File: src/sv/tcm_pkg.sv
package tcm_pkg;

  localparam int DEF_SECTIONS = 7;
  localparam int CORNERS      = 8;
  localparam int WORDS        = 3;
  localparam int WORD_W       = 16;
  localparam int TAG_W        = 3;
  localparam int COORD_W      = 17;
  localparam int T_W          = 16;
  localparam int PROD_W       = 34;
  localparam int FRAC_W       = 15;
  localparam logic [T_W-1:0] ONE_Q15 = 16'd32768;

  localparam logic ACTION_LOAD   = 1'b0;
  localparam logic ACTION_INTERP = 1'b1;

  localparam logic [1:0] FIELD_FREQ = 2'd0;
  localparam logic [1:0] FIELD_RESO = 2'd1;
  localparam logic [1:0] FIELD_GAIN = 2'd2;
  localparam logic [1:0] FIELD_TYPE = 2'd3;

  typedef enum logic [1:0] {
    ST_CLEAR,
    ST_IDLE,
    ST_RUN,
    ST_DRAIN
  } state_t;

  typedef struct packed {
    logic clear;
    logic load;
    logic latch;
    logic issue;
    logic last;
  } cmd_t;

  typedef struct packed {
    logic advance;
    logic busy;
  } status_t;

  function automatic logic [T_W-1:0] clamp_coord(logic signed [COORD_W-1:0] v);
    logic [T_W-1:0] r;
    if (v[COORD_W-1]) begin
      r = '0;
    end else if (v > $signed({1'b0, ONE_Q15})) begin
      r = ONE_Q15;
    end else begin
      r = v[T_W-1:0];
    end
    return r;
  endfunction

  // (b - a) * t, t unsigned in 0..1.0
  function automatic logic signed [PROD_W-1:0] lerp_prod(logic signed [WORD_W-1:0] a,
                                                         logic signed [WORD_W-1:0] b,
                                                         logic [T_W-1:0] t);
    logic signed [WORD_W:0] d;
    logic signed [T_W:0]    ts;
    d  = (WORD_W+1)'(b) - (WORD_W+1)'(a);
    ts = $signed({1'b0, t});
    return PROD_W'(d) * PROD_W'(ts);
  endfunction

  // arithmetic shift floors toward minus infinity; the sum stays between a and b
  function automatic logic signed [WORD_W-1:0] lerp_sum(logic signed [WORD_W-1:0] a,
                                                        logic signed [PROD_W-1:0] p);
    logic signed [PROD_W-1:0] q;
    q = p >>> FRAC_W;
    return WORD_W'(PROD_W'(a) + q);
  endfunction

endpackage

File: src/sv/tcm_ctrl.sv
module tcm_ctrl #(
  parameter int SECTIONS = tcm_pkg::DEF_SECTIONS,
  parameter int SEC_W    = (SECTIONS > 1) ? $clog2(SECTIONS) : 1
) (
  input  logic             clk,
  input  logic             rst,
  input  logic             in_valid,
  output logic             in_stall,
  input  logic             action,
  input  logic [2:0]       section,
  output tcm_pkg::cmd_t    cmd,
  output logic [SEC_W-1:0] cmd_sec,
  input  tcm_pkg::status_t status
);

  localparam logic [SEC_W-1:0] LAST_SEC = SEC_W'(SECTIONS - 1);

  tcm_pkg::state_t  state, state_next;
  logic [SEC_W-1:0] cnt, cnt_next;
  logic             sec_ok;

  assign sec_ok = (32'(section) < SECTIONS);

  always_ff @(posedge clk) begin
    if (rst) begin
      state <= tcm_pkg::ST_CLEAR;
      cnt   <= '0;
    end else begin
      state <= state_next;
      cnt   <= cnt_next;
    end
  end

  always_comb begin
    state_next = state;
    cnt_next   = cnt;
    cmd        = '0;
    cmd_sec    = cnt;
    in_stall   = 1'b1;
    unique case (state)
      tcm_pkg::ST_CLEAR: begin
        cmd.clear = 1'b1;
        if (cnt == LAST_SEC) begin
          cnt_next   = '0;
          state_next = tcm_pkg::ST_IDLE;
        end else begin
          cnt_next = cnt + 1'b1;
        end
      end
      tcm_pkg::ST_IDLE: begin
        in_stall = 1'b0;
        if (in_valid) begin
          if (action == tcm_pkg::ACTION_LOAD) begin
            // drop loads aimed past the table
            cmd.load = sec_ok;
          end else begin
            cmd.latch  = 1'b1;
            cnt_next   = '0;
            state_next = tcm_pkg::ST_RUN;
          end
        end
      end
      tcm_pkg::ST_RUN: begin
        if (status.advance) begin
          cmd.issue = 1'b1;
          cmd.last  = (cnt == LAST_SEC);
          if (cnt == LAST_SEC) begin
            cnt_next   = '0;
            state_next = tcm_pkg::ST_DRAIN;
          end else begin
            cnt_next = cnt + 1'b1;
          end
        end
      end
      tcm_pkg::ST_DRAIN: begin
        if (!status.busy) begin
          state_next = tcm_pkg::ST_IDLE;
        end
      end
      default: begin
        state_next = tcm_pkg::ST_IDLE;
      end
    endcase
  end

endmodule

File: config.mk
export PLATFORM = sky130hd
export DESIGN_NAME = tcm_ctrl
export DESIGN_NICKNAME = d
export VERILOG_FILES = /design/src/sv/tcm_pkg.sv /design/src/sv/tcm_ctrl.sv
export SDC_FILE = /design/constraint.sdc
export NUM_CORES = 1
export LEC_CHECK = 0
export BUFFER_PORTS_ARGS = -buffer_cell sky130_fd_sc_hd__buf_2
export CAP_MARGIN = 20
export CORE_AREA = 8 8 45 47
export CTS_CLUSTER_DIAMETER = 100
export CTS_CLUSTER_SIZE = 16
export DETAILED_ROUTE_END_ITERATION = 10
export DIE_AREA = 0 0 53 55
export GPL_TIMING_DRIVEN = 0
export PLACE_DENSITY = 0.58
export SLEW_MARGIN = 20
export SYNTH_ARGS = -nofsm -noshare
export SYNTH_HDL_FRONTEND = slang
export SYNTH_SLANG_ARGS = --single-unit
export TNS_END_PERCENT = 1
File: constraint.sdc
create_clock -name clk -period 2.2 [get_ports clk]
set_input_delay 0.44 -clock clk [delete_from_list [all_inputs] [get_ports clk]]
set_output_delay 0.44 -clock clk [all_outputs]
set_load 0.05 [all_outputs]
==> qor.yml, run 1 <==
h-tree-depth: 1
ctsHoldBuffers: 0
routed_via_density: 4.98
grt_pass1_vias: 376
p_leak_nw: 0.256
finalWirelength_um: 967
dp_hpwl_um: 796
grt_pass1_wl_mm: 1.53
slew_headroom_pct: 77.1
path_max_fanout: 8
die_w_um: 53
crit_path_end_kind: "primary output"
gp_congestion: 0.744
placement.io_buffers: 17
route.detailed.drc: 0
cp-start-kind: "flop"
dr_total_vias: 408
ioPinCount: 18
drt_iter0_drc: 1
synth-seq-area-share_pct: 23.2
fin_crit_sh_pct: 92.8
cp_top_family: "buffers and inverters"
multi_input_area_um2: 327
core_area_um2: 1380
num_antenna_cells: 0
fillers: 142
initial_core_util_pct: 31.2
vdd.ir_drop.worst_mv: 0.345
fmax_mhz: 490
dr.pass1.iters: 2
place_inst: 78
layout_common_cells: "17 x buf_2, 6 x ha_1, 5 x dfxtp_1"
antenna_found_initial: 0
powerDensity_nw_per_um2: 979
cts_root_buf: "clkbuf_4"
pwr-share-clk_pct: 18.1
critPathSlowestCell: "dfxtp_1"
post-cts-setup-buffers: 0
syn_area_um2: 432
power_switching_uw: 256
synth_adder_area_share_pct: 17.4
clk_latency_ns: 0.23
cts_tree: "built"
synth_cells: 45
p_sw_share_pct: 45.9
seq_area_um2: 100
rows: 14
synthesis.nets: 60
drv_slew: 0
cts_resized: 0
synth_top_family_by_area: "simple AND/OR/NAND/NOR gates"
ys_seq_elements: 5
cts_sinks: 5
status: "completed"
antenna_left: 0
critPathRequiredTime_ns: 1.76
yosys_warnings: 0
synth_xor_area_share_pct: 0
finalSetupTns_ns: 0
grt_max_degree: 9
synth_compound_area_share_pct: 23.2
drive_gt1_share_pct: 42.4
final-hold-violation-count: 0
layoutNonFillerInstCount: 82
max_stage_delay_ns: 0.34
synth.area.top_cells: "dfxtp_1 23%, ha_1 17%, a2111oi_4 6.4%, o41ai_1 6.1%, nand2b_1 4.3%"
chipHeight_um: 55
cts-buffers-inserted: 3
fin_skew_ns: 0.000304
rr_worst_depth: 5
die_area_um2: 2920
crit_buf_inv: 2
max-clock-path-buffers: 2
min_path_type: "in -> reg"
comb_power_share_pct: 55.6
final_common_cell: "buf_2"
cp.depth: 5
synth_cell_types: 25
avgRoutedWirePerCell_um: 11.8
p_int_uw: 301
nets: 82
p_seq_share_pct: 26.3
synth-simple-area-share_pct: 27.8
path_class: "reg -> out"
fin_crit_ns: 2.04
syn2layout_area_growth_pct: 31.9
clkTransAtPathRegs_ns: 0.04
crit_arrival_ns: 1.60
rsz0062_at_grt: "false"
synth.area.mux_share_pct: 5.80
gr-total-overflow: 0
grt_usage_pct: 7.05
synth_top_area_share_pct: 23.2
min_path_cells: 2
syn_area_per_cell_um2: 9.59
setup_violations: 0
maxCapViolCount: 0
worstMarginPinSlew_ns: 0.341
path_cells: "inv_1, ha_1, nand2_1, a311oi_2, buf_2"
yosys.area.top_type: "dfxtp_1"
-- flip-flops by register name, indices dropped and copies added, names as in the netlist --
name	cells
cmd_sec	3
state	2
-- path summary, 6_finish.rpt --
check	startpoint	end	slack, ns
worst max-delay path	state[1]$_SDFFE_PP0P_	cmd[3]	0.16
worst min-delay path	rst	cmd_sec[1]$_SDFFE_PP0P_	0.46
worst max register to register	state[0]$_SDFFE_PP0P_	state[0]$_SDFFE_PP0P_	0.34
worst min register to register	state[1]$_SDFFE_PP0P_	state[1]$_SDFFE_PP0P_	0.53
-- kinds of logic (layout without fill, tap and decap cells) --
family                     Yosys count  count (layout)
and+or+nand+nor                     19              19
adders and majority gates            6               6
buffers and inverters                3              24
DFF                                  5               5
AOI/OAI and AO/OA                   10              10
muxes                                2               2
-- through the flow --
step                utilization, %  instance area (µm²)  total power [mW]  setup WS [ns]  hold WS, ns
finish                        41.1                  569             0.557          0.158        0.456
global route                  41.1                  569             0.599         0.0179        0.472
CTS                           41.1                  569             0.569          0.125        0.449
detailed placement            39.2                  543             0.462          0.337        0.532
global placement              39.2                  543             0.460          0.345        0.522
floorplan                        -                  438             0.396         0.0931        0.496
-- cell usage after synthesis --
| cell type | count |
|---|---|
| nand2b_1 | 3 |
| nand2_1 | 1 |
| nand3b_1 | 1 |
| dfxtp_1 | 5 |
| mux2_4 | 1 |
| a211o_1 | 1 |
| o41ai_1 | 3 |
| nor3_1 | 1 |
| and3_1 | 1 |
| a21oi_1 | 2 |
| a311oi_1 | 1 |
| a2111oi_4 | 1 |
| and2_0 | 1 |
| nor2b_2 | 1 |
| or2_4 | 1 |
| inv_1 | 3 |
| ha_1 | 6 |
| or3b_2 | 1 |
| o31ai_1 | 1 |
| or4_1 | 2 |
| and2_2 | 1 |
| nor2b_1 | 2 |
| a21boi_2 | 1 |
| mux2i_1 | 1 |
| nor2_1 | 3 |
-- cell type report --
type	instances	share of cell area (%)
well taps	16	3.52
clock buffers	4	4.62
inverters	3	1.98
flip-flops and latches	5	17.6
multi-input cells	37	57.4
repair buffers	17	14.9
-- power by group through the flow --
stage	registers, mW	clock network [mW]	logic, mW
floorplan	0.197	0	0.200
global placement	0.146	0	0.314
detailed placement	0.148	0	0.314
CTS	0.146	0.108	0.315
global route	0.150	0.111	0.338
finish	0.146	0.101	0.310
-- metal layers --
layer | GRT usage [%] | wire, µm
met2 | 10.9 | 428
met1 | 7.14 | 381
met4 | 6.47 | 9
met5 | 0 | 0
met3 | 2.94 | 147
(Power assumes the default switching activity.)
==> inputs of run 2 (changes only) <==
Settings changed: PLACE_DENSITY 0.58 to default, SKIP_CTS_REPAIR_TIMING from default to 1.
==> run 2 against run 1 <==
  * Clock skew up 0.0043 ns
  * Combinational power increased by 1%
  * Largest cell class unchanged
  * Clock power up 8%
  * Largest power group unchanged
  * Via count increased by 2.7%
  * Clock-buffer cell count is the same
  * Worst hold slack is essentially flat
  * Critical path depth did not move
  * Critical path type unchanged
  * Fmax increased by 1.2%
  * Highest routed layer unchanged
==> qor.yml, run 2 (synthesis gave the netlist of run 1 again) <==
status: "completed"
antenna_found_initial: 0
num_antenna_cells: 0
maxCapViolCount: 0
met3_wirelength_um: 124
core_area_um2: 1380
crit_arrival_ns: 1.58
dp_hpwl_um: 847
slew_headroom_pct: 76.8
fin_skew_ns: 0.00460
die_area_um2: 2920
antenna_left: 0
clkTransAtPathRegs_ns: 0.05
fin_crit_sh_pct: 91.7
cts_sinks: 5
largest_reg_flops: 3
vdd.ir_drop.worst_mv: 0.285
dr_wl_met2_um: 458
clk_latency_ns: 0.25
avgRoutedWirePerCell_um: 12.8
place_ws_ns: 0.341
grt_max_degree: 9
fillers: 147
gp_congestion: 0.680
gr-total-overflow: 0
layoutNonFillerInstCount: 82
fmax_mhz: 496
place_inst: 78
cts_root_buf: "clkbuf_4"
final_common_cell: "buf_2"
finalSetupTns_ns: 0
routed_via_density: 5.11
nets: 82
multi_input_area_um2: 329
drt_iter0_drc: 4
stdcell_area_um2: 572
place_area_um2: 543
drv_slew: 0
h-tree-depth: 1
crit_path_end_kind: "primary output"
grt_pass1_wl_mm: 1.79
worstMarginPinSlew_ns: 0.346
setup_ws_ns: 0.183
chipHeight_um: 55
cts-buffers-inserted: 3
critPathRequiredTime_ns: 1.76
finalWirelength_mm: 1.05
min_path_type: "in -> reg"
placement.io_buffers: 17
seq_area_um2: 100
final_util_pct: 41.3
powerDensity_nw_per_um2: 995
cts_tree: "built"
cp-start-kind: "flop"
highest_layer: "met4"
setup_violations: 0
dr_total_vias: 419
grt_usage_pct: 8.48
rsz0062_at_grt: "false"
grt_pass1_vias: 384
path_max_fanout: 8
drive_gt1_share_pct: 43.9
route.detailed.drc: 0
path_class: "reg -> out"
initial_core_util_pct: 31.2
fin_crit_ns: 2.02
syn2layout_area_growth_pct: 32.5
layout_common_cells: "17 x buf_2, 5 x ha_1, 5 x dfxtp_1"
final-hold-violation-count: 0
ioPinCount: 18
p_leak_nw: 0.255
dr.pass1.iters: 4
max-clock-path-buffers: 2
reg2reg_slack_ns: 0.35
die_w_um: 53
wl_met1_um: 408
rows: 14
run 2: area by class of cell:
class / instances / area share (%)
Timing Repair Buffer: 17 / 14.9
Multi-Input combinational cell: 37 / 57.5
Tap cell: 16 / 3.50
Sequential cell: 5 / 17.5
Inverter: 3 / 1.97
Clock buffer: 4 / 4.60
run 2: worst paths after layout:
check / from / endpoint / depth (start not counted)
setup / recovery: state[1]$_SDFFE_PP0P_ / cmd[3] / 5
hold / removal: rst / cmd_sec[1]$_SDFFE_PP0P_ / 2
setup reg to reg: state[0]$_SDFFE_PP0P_ / state[0]$_SDFFE_PP0P_ / 5
hold reg to reg: cmd_sec[0]$_SDFFE_PP0P_ / cmd_sec[0]$_SDFFE_PP0P_ / 2
run 2: through the flow:
| step | power, mW | hold WS [ns] |
|---|---|---|
| 2_1_floorplan | 0.396 | 0.496 |
| 3_3_place_gp | 0.459 | 0.521 |
| 3_5_place_dp | 0.463 | 0.532 |
| 4_1_cts | 0.576 | 0.449 |
| 5_1_grt | 0.611 | 0.458 |
| 6_report | 0.569 | 0.456 |
run 2: power by group:
part	total [mW]	internal (mW)	switching, mW
combinational	0.314	0.121	0.194
clock	0.109	0.0687	0.0405
sequential	0.145	0.114	0.0316
run 2: worst max-delay path, cell delays in order, from the launching register on:
cell and delay (ns):
dfxtp_1 0.34, inv_1 0.11, ha_2 0.27, nand2_1 0.08, a311oi_2 0.22, buf_2 0.30
run 2: layer usage:
metal  vias to the layer above  track usage (%)
met3                         5             2.67
li1                        207                -
met4                         0             10.3
met5                         -                0
met2                        18             12.3
met1                       189             8.84
==> inputs of run 3 (changes only) <==
Settings changed: RECOVER_POWER from default to 100.
==> run 3 against run 2 <==
  * Clock skew about the same
  * Sequential power about the same
  * Non-clock buffer count unchanged
  * Worst hold slack worse by 0.00056 ns
==> qor.yml, run 3 (synthesis gave the netlist of run 1 again) <==
die_w_um: 53
dr.pass1.iters: 4
place_ws_ns: 0.341
pwr-share-clk_pct: 19.9
h-tree-depth: 1
nets: 82
p_leak_nw: 0.237
finalSetupTns_ns: 0
min_path_type: "in -> reg"
avgRoutedWirePerCell_um: 13.0
place_area_um2: 543
gp_congestion: 0.680
fin_crit_ns: 2.02
critPathRequiredTime_ns: 1.76
path_max_fanout: 8
drive_gt1_share_pct: 34.8
fin_skew_ns: 0.00460
maxCapViolCount: 0
chipHeight_um: 55
syn2layout_area_growth_pct: 27.0
gr-total-overflow: 0
cts_tree: "built"
ioPinCount: 18
placement.io_buffers: 17
fillers: 154
clkTransAtPathRegs_ns: 0.05
finalWirelength_mm: 1.07
cp-start-kind: "flop"
max-clock-path-buffers: 2
dp_hpwl_um: 847
layout_common_cells: "9 x buf_2, 6 x clkbuf_1, 5 x ha_1, 5 x dfxtp_1"
setup_violations: 0
status: "completed"
path_class: "reg -> out"
grt_max_degree: 9
rsz0062_at_grt: "false"
final-hold-violation-count: 0
layoutNonFillerInstCount: 82
clk_latency_ns: 0.25
antenna_found_initial: 0
grt_usage_pct: 8.48
crit_arrival_ns: 1.58
comb_power_share_pct: 53.5
slew_headroom_pct: 60.1
power_switching_uw: 264
largest_reg_flops: 3
p_seq_share_pct: 26.6
powerDensity_nw_per_um2: 1000
drt_iter0_drc: 4
fmax_mhz: 495
stdcell_area_um2: 548
reg2reg_slack_ns: 0.19
cts_sinks: 5
cts_root_buf: "clkbuf_4"
route.detailed.drc: 0
vdd.ir_drop.worst_mv: 0.289
grt_pass1_wl_mm: 1.79
die_area_um2: 2920
setup_ws_ns: 0.179
worstMarginPinSlew_ns: 0.600
final_common_cell: "buf_2"
critPathSlowestCell: "dfxtp_1"
dr_total_vias: 424
cts-buffers-inserted: 3
core_area_um2: 1380
fin_crit_sh_pct: 91.9
antenna_left: 0
p_int_uw: 285
place_inst: 78
initial_core_util_pct: 31.2
path_cells: "inv_1, ha_2, nand2_1, a311oi_2, buf_2"
routed_via_density: 5.17
drv_slew: 0
grt_pass1_vias: 384
max_stage_delay_ns: 0.34
crit_path_end_kind: "primary output"
num_antenna_cells: 0
p_sw_share_pct: 48.1
rows: 14
-- run 3: per-layer routing --
layer,vias up,part of all wire [%],global-route usage [%]
met5,-,0,0
met4,0,5.4,10.3
met3,5,12,2.67
met2,18,42,12.3
met1,192,40,8.84
li1,209,-,-
-- run 3: cell type report --
cell class | instances | area [µm²] | area share [%]
sequential | 5 | 100 | 18.3
clock buffer | 4 | 26.3 | 4.79
tap | 16 | 20.0 | 3.65
timing repair buffer | 17 | 78.8 | 14.4
inverter | 3 | 11.3 | 2.05
multi-input combinational | 37 | 312 | 56.8
-- run 3: power groups by stage --
stage	combinational (mW)	sequential [mW]	clock, mW
floorplan	0.200	0.197	0
global placement	0.311	0.148	0
detailed placement	0.315	0.148	0
CTS	0.317	0.145	0.115
global route	0.315	0.151	0.125
finish	0.294	0.146	0.109
-- run 3: critical path: cells and delay by family, from the launching register on --
| kind | cells | cell delay (ns) |
|---|---|---|
| buffers and inverters | 2 | 0.41 |
| DFF | 1 | 0.34 |
| adders and majority gates | 1 | 0.27 |
| AOI/OAI and AO/OA | 1 | 0.22 |
| and+or+nand+nor | 1 | 0.08 |
-- run 3: final timing paths --
check | startpoint | end | cells after the start
min reg2reg | state[1]$_SDFFE_PP0P_ | state[1]$_SDFFE_PP0P_ | 2
max | state[1]$_SDFFE_PP0P_ | cmd[3] | 5
max reg2reg | state[0]$_SDFFE_PP0P_ | state[0]$_SDFFE_PP0P_ | 5
min | rst | cmd_sec[1]$_SDFFE_PP0P_ | 2
-- run 3: per-stage QoR --
stage	total power, mW	util (%)	hold slack (ns)
5_1_grt	0.590	39.6	0.458
3_3_place_gp	0.459	39.2	0.521
6_report	0.549	39.6	0.456
4_1_cts	0.576	41.1	0.449
2_1_floorplan	0.396	-	0.496
3_5_place_dp	0.463	39.2	0.532
